**src/hdl/rhc_pkg.sv**
```systemverilog
// Shared widths, constants and the per-cell work word of the RGB to HSV converter.
package rhc_pkg;

   localparam int CH_W      = 8;                  // one color channel
   localparam int HUE_W     = 16;                 // hue fraction bits
   localparam int DIV_W     = 11;                 // six times delta, up to 1530
   localparam int SUM_W     = DIV_W + 1;          // signed sector sum
   localparam int SAT_NUM_W = 2 * CH_W;           // 255 times delta
   localparam int STEPS     = HUE_W;              // one quotient bit per cell

   // Everything one pixel carries down the divider chain.
   typedef struct packed {
      logic [DIV_W-1:0]     hue_div;
      logic [DIV_W-1:0]     hue_rem;
      logic [HUE_W-1:0]     hue_quo;
      logic [CH_W-1:0]      sat_div;
      logic [CH_W-1:0]      sat_rem;
      logic [SAT_NUM_W-1:0] sat_num;
      logic [CH_W-1:0]      sat_quo;
      logic [CH_W-1:0]      value;
      logic                 hue_valid;
   } rhc_work_type;

endpackage

```
**src/hdl/rhc_channels_if.sv**
```systemverilog
// Valid/ready channel interfaces for the pixel input and the HSV result.
interface rhc_pixel_if;
   logic                    valid;
   logic                    ready;
   logic [rhc_pkg::CH_W-1:0] red;
   logic [rhc_pkg::CH_W-1:0] green;
   logic [rhc_pkg::CH_W-1:0] blue;

   modport source (output valid, output red, output green, output blue, input ready);
   modport sink   (input valid, input red, input green, input blue, output ready);
endinterface

interface rhc_hsv_if;
   logic                      valid;
   logic                      ready;
   logic [rhc_pkg::HUE_W-1:0] hue;
   logic                      hue_valid;
   logic [rhc_pkg::CH_W-1:0]  saturation;
   logic [rhc_pkg::CH_W-1:0]  value;

   modport source (output valid, output hue, output hue_valid, output saturation,
                   output value, input ready);
   modport sink   (input valid, input hue, input hue_valid, input saturation,
                   input value, output ready);
endinterface

```
**src/hdl/rhc_front.sv**
```systemverilog
// Front stage: max, min, delta, hue sector sum and the divider operands.
module rhc_front (
   input  logic                      clock,
   input  logic                      reset,
   input  logic                      in_valid,
   output logic                      in_ready,
   input  logic [rhc_pkg::CH_W-1:0]  red,
   input  logic [rhc_pkg::CH_W-1:0]  green,
   input  logic [rhc_pkg::CH_W-1:0]  blue,
   output logic                      out_valid,
   input  logic                      out_ready,
   output rhc_pkg::rhc_work_type     out_work
);
   import rhc_pkg::*;

   logic                 valid_ff;
   logic                 valid_in;
   rhc_work_type         work_ff;
   rhc_work_type         work_in;

   logic [CH_W-1:0]      mx;
   logic [CH_W-1:0]      mn;
   logic [CH_W-1:0]      delta;
   logic [CH_W-1:0]      d;
   logic [DIV_W-1:0]     d6;
   logic signed [SUM_W-1:0] sum;
   logic signed [SUM_W-1:0] sum_wrapped;

   assign in_ready  = !valid_ff || out_ready;
   assign out_valid = valid_ff;
   assign out_work  = work_ff;

   always_comb begin
      mx = (red > green) ? red : green;
      if (blue > mx) begin
         mx = blue;
      end
      mn = (red < green) ? red : green;
      if (blue < mn) begin
         mn = blue;
      end
      delta = mx - mn;
      d     = (delta == '0) ? CH_W'(1) : delta;
      d6    = {1'b0, d, 2'b00} + {2'b00, d, 1'b0};

      // Red wins ties, then green, then blue.
      if (red == mx) begin
         sum = $signed({4'b0, green}) - $signed({4'b0, blue});
      end else if (green == mx) begin
         sum = $signed({3'b0, d, 1'b0}) + $signed({4'b0, blue}) - $signed({4'b0, red});
      end else begin
         sum = $signed({2'b0, d, 2'b0}) + $signed({4'b0, red}) - $signed({4'b0, green});
      end
      sum_wrapped = sum[SUM_W-1] ? (sum + $signed({1'b0, d6})) : sum;

      work_in.hue_div   = d6;
      work_in.hue_rem   = sum_wrapped[DIV_W-1:0];
      work_in.hue_quo   = '0;
      work_in.sat_div   = mx;
      work_in.sat_rem   = '0;
      work_in.sat_num   = {delta, {CH_W{1'b0}}} - {{CH_W{1'b0}}, delta};
      work_in.sat_quo   = '0;
      work_in.value     = mx;
      work_in.hue_valid = (mx != '0);

      valid_in = in_ready ? in_valid : valid_ff;
   end

   always_ff @(posedge clock) begin
      if (reset) begin
         valid_ff <= 1'b0;
      end else begin
         valid_ff <= valid_in;
      end
   end

   always_ff @(posedge clock) begin
      if (in_ready && in_valid) begin
         work_ff <= work_in;
      end
   end

endmodule

```
**src/hdl/rhc_cell.sv**
```systemverilog
// Divider cell: one restoring step each for hue and for saturation.
module rhc_cell (
   input  logic                  clock,
   input  logic                  reset,
   input  logic                  in_valid,
   output logic                  in_ready,
   input  rhc_pkg::rhc_work_type in_work,
   output logic                  out_valid,
   input  logic                  out_ready,
   output rhc_pkg::rhc_work_type out_work
);
   import rhc_pkg::*;

   logic                 valid_ff;
   logic                 valid_in;
   rhc_work_type         work_ff;
   rhc_work_type         work_in;

   logic [DIV_W:0]       hue_trial;
   logic [DIV_W:0]       hue_diff;
   logic                 hue_bit;
   logic [CH_W:0]        sat_trial;
   logic [CH_W:0]        sat_diff;
   logic                 sat_bit;

   assign in_ready  = !valid_ff || out_ready;
   assign out_valid = valid_ff;
   assign out_work  = work_ff;

   always_comb begin
      // Hue is a pure fraction: shift in zeros below the remainder.
      hue_trial = {in_work.hue_rem, 1'b0};
      hue_diff  = hue_trial - {1'b0, in_work.hue_div};
      hue_bit   = (hue_trial >= {1'b0, in_work.hue_div});

      // Saturation is long division, numerator bits enter from the top down.
      sat_trial = {in_work.sat_rem, in_work.sat_num[SAT_NUM_W-1]};
      sat_diff  = sat_trial - {1'b0, in_work.sat_div};
      sat_bit   = (sat_trial >= {1'b0, in_work.sat_div});

      work_in         = in_work;
      work_in.hue_rem = hue_bit ? hue_diff[DIV_W-1:0] : hue_trial[DIV_W-1:0];
      work_in.hue_quo = {in_work.hue_quo[HUE_W-2:0], hue_bit};
      work_in.sat_rem = sat_bit ? sat_diff[CH_W-1:0] : sat_trial[CH_W-1:0];
      work_in.sat_num = {in_work.sat_num[SAT_NUM_W-2:0], 1'b0};
      work_in.sat_quo = {in_work.sat_quo[CH_W-2:0], sat_bit};

      valid_in = in_ready ? in_valid : valid_ff;
   end

   always_ff @(posedge clock) begin
      if (reset) begin
         valid_ff <= 1'b0;
      end else begin
         valid_ff <= valid_in;
      end
   end

   always_ff @(posedge clock) begin
      if (in_ready && in_valid) begin
         work_ff <= work_in;
      end
   end

endmodule

```
**src/hdl/rgb_to_hsv_converter_unit.sv**
```systemverilog
// Pipeline: front stage plus 16 cells between an accepted pixel word and its HSV word.
// Throughput: one pixel word per cycle while the receiver is ready; every stage has its own
// valid bit and takes a new word whenever it is empty or its successor takes its current one.
// The divider chain has 16 cells, one hue and one saturation bit per cell.
// Reset (synchronous, active high) clears all valid bits; no data is held across it.
module rgb_to_hsv_converter_unit (
   input  logic           clock,
   input  logic           reset,
   rhc_pixel_if.sink      req_pixel,
   rhc_hsv_if.source      rsp_hsv
);
   import rhc_pkg::*;

   logic                 valid_chain [STEPS+1];
   logic                 ready_chain [STEPS+1];
   rhc_work_type         work_chain  [STEPS+1];

   rhc_front u_front (
      .clock     (clock),
      .reset     (reset),
      .in_valid  (req_pixel.valid),
      .in_ready  (req_pixel.ready),
      .red       (req_pixel.red),
      .green     (req_pixel.green),
      .blue      (req_pixel.blue),
      .out_valid (valid_chain[0]),
      .out_ready (ready_chain[0]),
      .out_work  (work_chain[0])
   );

   for (genvar i = 0; i < STEPS; i++) begin : g_cell
      rhc_cell u_cell (
         .clock     (clock),
         .reset     (reset),
         .in_valid  (valid_chain[i]),
         .in_ready  (ready_chain[i]),
         .in_work   (work_chain[i]),
         .out_valid (valid_chain[i+1]),
         .out_ready (ready_chain[i+1]),
         .out_work  (work_chain[i+1])
      );
   end

   assign ready_chain[STEPS] = rsp_hsv.ready;
   assign rsp_hsv.valid      = valid_chain[STEPS];
   assign rsp_hsv.hue        = work_chain[STEPS].hue_quo;
   assign rsp_hsv.hue_valid  = work_chain[STEPS].hue_valid;
   // A black pixel divides by zero in the saturation lane, so its quotient is dropped.
   assign rsp_hsv.saturation = work_chain[STEPS].hue_valid ? work_chain[STEPS].sat_quo : '0;
   assign rsp_hsv.value      = work_chain[STEPS].value;

endmodule

```
**src/flat_wrapper.sv**
```systemverilog
// flat-port wrapper written by rule: the top's interface ports become plain ports
module rgb_to_hsv_converter_unit_flat import rhc_pkg::*;
  (clock, reset, req_pixel_valid, req_pixel_red, req_pixel_green, req_pixel_blue, req_pixel_ready, rsp_hsv_valid, rsp_hsv_hue, rsp_hsv_hue_valid, rsp_hsv_saturation, rsp_hsv_value, rsp_hsv_ready);
  rhc_pixel_if req_pixel_i ();
  rhc_hsv_if rsp_hsv_i ();
  input  logic clock;
  input  logic reset;
  input wire logic [$bits(req_pixel_i.valid)-1:0] req_pixel_valid;
  input wire logic [$bits(req_pixel_i.red)-1:0] req_pixel_red;
  input wire logic [$bits(req_pixel_i.green)-1:0] req_pixel_green;
  input wire logic [$bits(req_pixel_i.blue)-1:0] req_pixel_blue;
  output wire logic [$bits(req_pixel_i.ready)-1:0] req_pixel_ready;
  output wire logic [$bits(rsp_hsv_i.valid)-1:0] rsp_hsv_valid;
  output wire logic [$bits(rsp_hsv_i.hue)-1:0] rsp_hsv_hue;
  output wire logic [$bits(rsp_hsv_i.hue_valid)-1:0] rsp_hsv_hue_valid;
  output wire logic [$bits(rsp_hsv_i.saturation)-1:0] rsp_hsv_saturation;
  output wire logic [$bits(rsp_hsv_i.value)-1:0] rsp_hsv_value;
  input wire logic [$bits(rsp_hsv_i.ready)-1:0] rsp_hsv_ready;
  assign req_pixel_i.valid = req_pixel_valid;
  assign req_pixel_i.red = req_pixel_red;
  assign req_pixel_i.green = req_pixel_green;
  assign req_pixel_i.blue = req_pixel_blue;
  assign req_pixel_ready = req_pixel_i.ready;
  assign rsp_hsv_valid = rsp_hsv_i.valid;
  assign rsp_hsv_hue = rsp_hsv_i.hue;
  assign rsp_hsv_hue_valid = rsp_hsv_i.hue_valid;
  assign rsp_hsv_saturation = rsp_hsv_i.saturation;
  assign rsp_hsv_value = rsp_hsv_i.value;
  assign rsp_hsv_i.ready = rsp_hsv_ready;
  rgb_to_hsv_converter_unit u_core (.clock(clock), .reset(reset), .req_pixel(req_pixel_i), .rsp_hsv(rsp_hsv_i));
endmodule
```
**config.mk**
```make
export PLATFORM = sky130hd
export DESIGN_NAME = rgb_to_hsv_converter_unit_flat
export DESIGN_NICKNAME = d
export VERILOG_FILES = /design/src/hdl/rhc_pkg.sv /design/src/hdl/rhc_channels_if.sv /design/src/hdl/rhc_front.sv /design/src/hdl/rhc_cell.sv /design/src/hdl/rgb_to_hsv_converter_unit.sv /design/src/flat_wrapper.sv
export SDC_FILE = /design/constraint.sdc
export NUM_CORES = 2
export LEC_CHECK = 0
export BUFFER_PORTS_ARGS = -buffer_cell sky130_fd_sc_hd__buf_4
export CORE_MARGIN = 2
export CORE_UTILIZATION = 65
export DETAILED_ROUTE_END_ITERATION = 8
export GPL_TIMING_DRIVEN = 1
export HOLD_SLACK_MARGIN = 0.08
export PLACE_DENSITY = 0.85
export SLEW_MARGIN = 0
export SYNTH_ARGS = -nofsm -noshare
export SYNTH_HDL_FRONTEND = slang
export SYNTH_HIERARCHICAL = 1
export SYNTH_SLANG_ARGS = --single-unit
```
**constraint.sdc**
```tcl
create_clock -name clock -period 11.65 [get_ports clock]
set_input_delay 0.5825 -clock clock [delete_from_list [all_inputs] [get_ports clock]]
set_output_delay 0.5825 -clock clock [all_outputs]
set_load 0.01 [all_outputs]
```
== Word-level counts from Yosys, hierarchy flattened ==
Cells that the tools add are included.

* Reductions and logical operators: 53
* Bitwise operators: 0
* Mux-type cells: 39
* Div/mod/pow operators: 0
* $add $sub $neg: 39
* Equal/unequal tests: 2
* Magnitude comparators: 36
* $mul: 0
* Shift-type cells: 0

{| class="wikitable"
|+ Operators by type and width
! cell !! count
|-
| $ge 12x11->1 || 16
|-
| $mux 11 || 16
|-
| $sub 11x11->11 || 15
|-
| $mux 8 || 20
|-
| $ge 9x8->1 || 15
|-
| $sub 8x8->8 || 15
|-
| $mux 12 || 2
|-
| $logic_and 1x1->1 || 17
|-
| $logic_not 1->1 || 17
|-
| $logic_or 1x1->1 || 17
|-
| $eq 8x8->1 || 2
|-
| $gt 8x8->1 || 2
|-
| $lt 8x8->1 || 2
|-
| $sub 16x8->16 || 1
|-
| $sub 11x8->12 || 1
|-
| $add 10x8->11 || 1
|-
| $add 10x9->11 || 1
|-
| $add 11x11->11 || 1
|-
| $sub 10x8->11 || 1
|-
| $add 9x8->10 || 1
|-
| $sub 8x8->9 || 1
|-
| $ge 1x8->1 || 1
|-
| $logic_not 8->1 || 1
|-
| $reduce_bool 8->1 || 1
|-
| 2 further kinds || 2
|}

* Bits in writable memories: 0
* Word-level logic and storage cells: 323
* Memories kept: 0
* Bits in read-only memories: 0
* Bits in registers: 950
* Bits in latches: 0
* Output and inout port bits: 35

== Longest topological paths before layout ==
* Depth in word-level cells: 19
* Mapped depth: 52
* Mapped depth without buffers: 49

== By module ==
The synthesis kept the hierarchy.

{| class="wikitable"
|+ By module, submodules not included
! module !! cells an instance !! area each (um^2) !! sequential area each (um^2) !! times used
|-
| rhc_cell (u_core.g_cell[13].u_cell ...) || 257 || 3786.1 || 2602.5 || 10
|-
| rhc_cell (u_core.g_cell[0].u_cell ...) || 244 || 3736.1 || 2602.5 || 6
|-
| rhc_front || 671 || 5975.7 || 1401.3 || 1
|-
| rgb_to_hsv_converter_unit || 8 || 50.0 || 0.0 || 1
|}

== Worst setup path after synthesis ==
OpenSTA, ideal clock, no wires.

* Path type: input port to flip-flop
* Start: input port req_pixel_green[7]
* End: register u_core.u_front.work_ff, in the netlist u_core/u_front/out_work[75] (data pin)
* Path slack: 1.908 ns
* Stages: 47
* Library setup time: 0.264 ns
* Data arrival time: 9.478 ns
* Path buffers: 2
* Cell sequence: inv_1 > ha_1 > a21oi_1 > o21ai_0 > o22ai_1 > clkbuf_1 > mux2i_1 > ha_1 > a21oi_1 > nor2b_1 > o21ai_0 > nand2b_1 > a311oi_1 > a221o_1 > buf_6 > mux2i_1 > inv_1 > ha_1 > [... 11 more ...] > fa_1 > ha_1 > a21o_1 > a21oi_1 > o21ai_0 > a21oi_1 > o21bai_1 > a21oi_1 > xor2_1 > nor2_1 > a21oi_1 > mux2i_1 > ha_1 > o21a_1 > nor2_1 > a21oi_1 > mux2i_1 > xnor2_1

* Cells in the longest elaborated chain, start to end: 13

{| class="wikitable"
|+ RTL lines
! item !! RTL line !! RTL
|-
| start: declaration || flat_wrapper.sv:10 || <nowiki>input wire logic [$bits(req_pixel_i.green)-1:0] req_pixel_green;</nowiki>
|-
| $gt 8x8->1 || rhc_front.sv:34 || <nowiki>mx = (red > green) ? red : green;</nowiki>
|-
| $mux 8 (*) || rhc_front.sv:34 ||
|-
| $gt 8x8->1 || rhc_front.sv:35 || <nowiki>if (blue > mx) begin</nowiki>
|-
| $mux 8 (*) || rhc_front.sv:35 ||
|-
| net u_core.u_front.mx[1] || rhc_front.sv:21 || <nowiki>logic [CH_W-1:0] mx;</nowiki>
|-
| $sub 8x8->8 || rhc_front.sv:42 || <nowiki>delta = mx - mn;</nowiki>
|-
| $logic_not 8->1 || rhc_front.sv:43 || <nowiki>d = (delta == '0) ? CH_W'(1) : delta;</nowiki>
|-
| $mux 8 || rhc_front.sv:43 ||
|-
| $add 10x8->11 / $add 9x8->10 (equally long branches) || rhc_front.sv:52, rhc_front.sv:50 ||
|-
| $sub 11x8->12 / $sub 10x8->11 (equally long branches) || rhc_front.sv:52, rhc_front.sv:50 ||
|-
| $mux 12 || rhc_front.sv:49 || <nowiki>end else if (green == mx) begin</nowiki>
|-
| $mux 12 || rhc_front.sv:47 || <nowiki>if (red == mx) begin</nowiki>
|-
| $add 11x11->11 || rhc_front.sv:54 || <nowiki>sum_wrapped = sum[SUM_W-1] ? (sum + $signed({1'b0, d6})) : sum;</nowiki>
|-
| $mux 11 (*) || rhc_front.sv:54 ||
|-
| net u_core.u_front.sum_wrapped[10] || rhc_front.sv:27 || <nowiki>logic signed [SUM_W-1:0] sum_wrapped;</nowiki>
|-
| end signal: assignment || rhc_front.sv:79 || <nowiki>work_ff <= work_in;</nowiki>
|-
| end: declaration || rhc_front.sv:18 || <nowiki>rhc_work_type work_ff;</nowiki>
|}

Mark *: on every way through the listed nets, which the timed path passes. The rest lies on a longest branch.
A chain may end at the register's enable or synchronous reset.

== Worst setup path in the final report ==
* Start: input port req_pixel_green[7]
* End: register u_core.u_front.work_ff, in the netlist u_core/u_front/out_work[74] (data pin)

Same word-level chain as after synthesis.

==> flow_summary.toml <==
[status]
run_status = "finished clean"

[critical_path]
cp-startpoint = "req_pixel_green[7]"
r2r-end = "u_core/u_front/out_work[7]$_DFFE_PP_"
crit_end = "u_core/u_front/out_work[74]$_DFFE_PP_"
crit_fanout = 9
timing.rr.start = "u_core/g_cell[15].u_cell/out_valid$_SDFFE_PP0N_"
cp_slowest_cell = "fa_1"
worstPathRequired_ps = 12050
cp-start-kind = "primary input"
cp_slowest_stage_delay_ps = 430
crit_arrival_ps = 10110
worstSetupPathType = "in2reg"
critical_path_buf_inv_count = 6
reg2reg_depth = 18
end_kind = "flop"
worst_path_dominant_cell_family = "compound AO/OA/AOI/OAI gates"
rrSetupSlack_ps = 7090
crit_cells = 45

[cts]
ctsResizeCount = 0
post_cts_buffers = 0
clk_path_buf_depth = 3
cts.clk_slew.worst_paths_ps = 60
insertion_delay_ps = 670
clkSinkCount = 1069
cts_hold_buf = 0
cts_inserted_buffers = 102
h-tree-depth = 3
ctsRootBufferMaster = "clkbuf_16"
cts_tree = "built"

[placement]
place.port_buffers = 62
routabilityCongestion = 0.949
place_area_um2 = 56000
dp.final_hpwl_um = 73700

[routing]
antenna_left = 0
drt_iter0_drc = 2628
wl_per_cell_um = 19.4
num_vias = 32884
via_per_inst = 5.98
wl_um = 107000
firstDrtPassIters = 7
drc_errors = 0

[hold_path]
hp-start = "req_pixel_valid"
hold_path.class = "in2reg"

[final_layout]
final_nets = 4804
final_cell_area_um2 = 59200
drive_gt1_share_pct = 12.1
area_delta_synth_final_pct = 9.19
fill_cells = 5153
diodes = 0
ff_latch_area_um2 = 31900
multi_input_area_um2 = 20100

[timing]
final_hold_viol_count = 0
relSlewSlack_pct = 25.1
setup_violations = 0
tightest_slew_ps = 1120
fmax_ghz = 0.103
tns_ps = 0
rsz0062_at_grt = "false"
period_share_pct = 83.3
drv_slew = 0
period_minus_slack_ps = 9710
skew_ps = 25.0
fin_hold_ws_ps = 206

[flow_run]
cap_violations = 0

[pwr]
power.density_nw_per_um2 = 192
peakVddDrop_mv = 0.392
p_leak_uw = 0.0225
finalPower_uw = 11400

[synth]
syn_area_um2 = 54200
syn_inst = 4191
yosys_warnings = 6
synth.avg_cell_area_um2 = 12.9

[floorplan]
coreArea_um2 = 82400
fp.dieW_um = 293
rows = 105
die_h_um = 293
dieArea_um2 = 85700
io_pins = 63
initial_utilization_pct = 65.8

[grt]
grt_util_all_layers_pct = 25.0
grt_pass1_wl_um = 171000
grt_max_degree = 70
grt_overflow = 0
grt_pass1_vias = 33876
antenna_found_initial = 0
worst register-to-register path: stages, from the launching register on:
cell and delay [ps]:
dfxtp_1 340, nand2b_1 90, nand2b_1 190, nand2b_1 180, nand2b_1 190, nand2b_1 180
nand2b_1 180, nand2b_1 180, nand2b_1 180, nand2b_1 190, nand2b_1 200, nand2b_1 220
nand2b_1 220, nand2b_1 210, nand2b_1 200, nand2b_1 200, nand2b_1 190, nand2b_1 200
and2_2 550
per-stage QoR:
stage,util [%],worst slack (ps),cells
after floorplan,-,1910,4199
after global placement,68.0,1560,5317
after detailed placement,68.0,1410,5317
after CTS,71.8,2010,5500
after global routing,71.8,1060,5500
final,71.8,1940,5500
how the worst min path moves through the flow:
stage,endpoint,cells past startpoint
after detailed placement,u_core/g_cell[10].u_cell/out_work[52]$_DFFE_PP_,0
after CTS,u_core/u_front/out_valid$_SDFFE_PP0N_,3
after floorplan,u_core/g_cell[0].u_cell/out_work[0]$_DFFE_PP_,0
after global placement,u_core/g_cell[2].u_cell/out_work[20]$_DFFE_PP_,0
final,u_core/u_front/out_valid$_SDFFE_PP0N_,3
after global routing,u_core/u_front/out_valid$_SDFFE_PP0N_,3
sequential cells by signal, summed over array words and instances (netlist names):
signal and flops:
u_core/u_front/out_valid 1, u_core/g_cell.u_cell/out_valid 16, u_core/g_cell.u_cell/out_work 1006, u_core/u_front/out_work 46
placed cells by master, fill, tap and decap left out, types with 38 or more instances in the layout:
cell type	n
a211oi_1	44
a21boi_0	70
a21o_1	40
a21oi_1	335
a31o_2	46
buf_4	103
clkbuf_16	102
edfxtp_1	1052
fa_1	48
ha_1	377
inv_1	502
mux2_2	118
nand2_1	112
nand2b_1	98
nor2_1	304
nor2b_1	40
o211ai_1	38
o21a_1	51
o21ai_0	183
xnor2_1	161
xor2_1	43
power breakdown:
group          internal (uW)  switching, uW  total, uW
Combinational           1610           2000       3610
Clock                   1790           1400       3190
Sequential              4470           86.2       4550
Total                   7870           3480      11400
per-layer routing:
layer  track usage [%]  share of wire, %
met1              29.1                39
met2              46.6                53
met3              3.35               4.6
met4              9.94               3.7
met5                 0                 0
area by class of cell:
| cell class | count | share of cell area (%) |
|---|---|---|
| Clock inverter | 64 | 0.956 |
| Sequential cell | 1069 | 54.0 |
| Timing Repair Buffer | 103 | 1.31 |
| Inverter | 504 | 3.20 |
| Tap cell | 1070 | 2.26 |
| Clock buffer | 119 | 4.44 |
| Multi-Input combinational cell | 2571 | 33.9 |
Note: power is estimated with default switching activity, not from simulation.
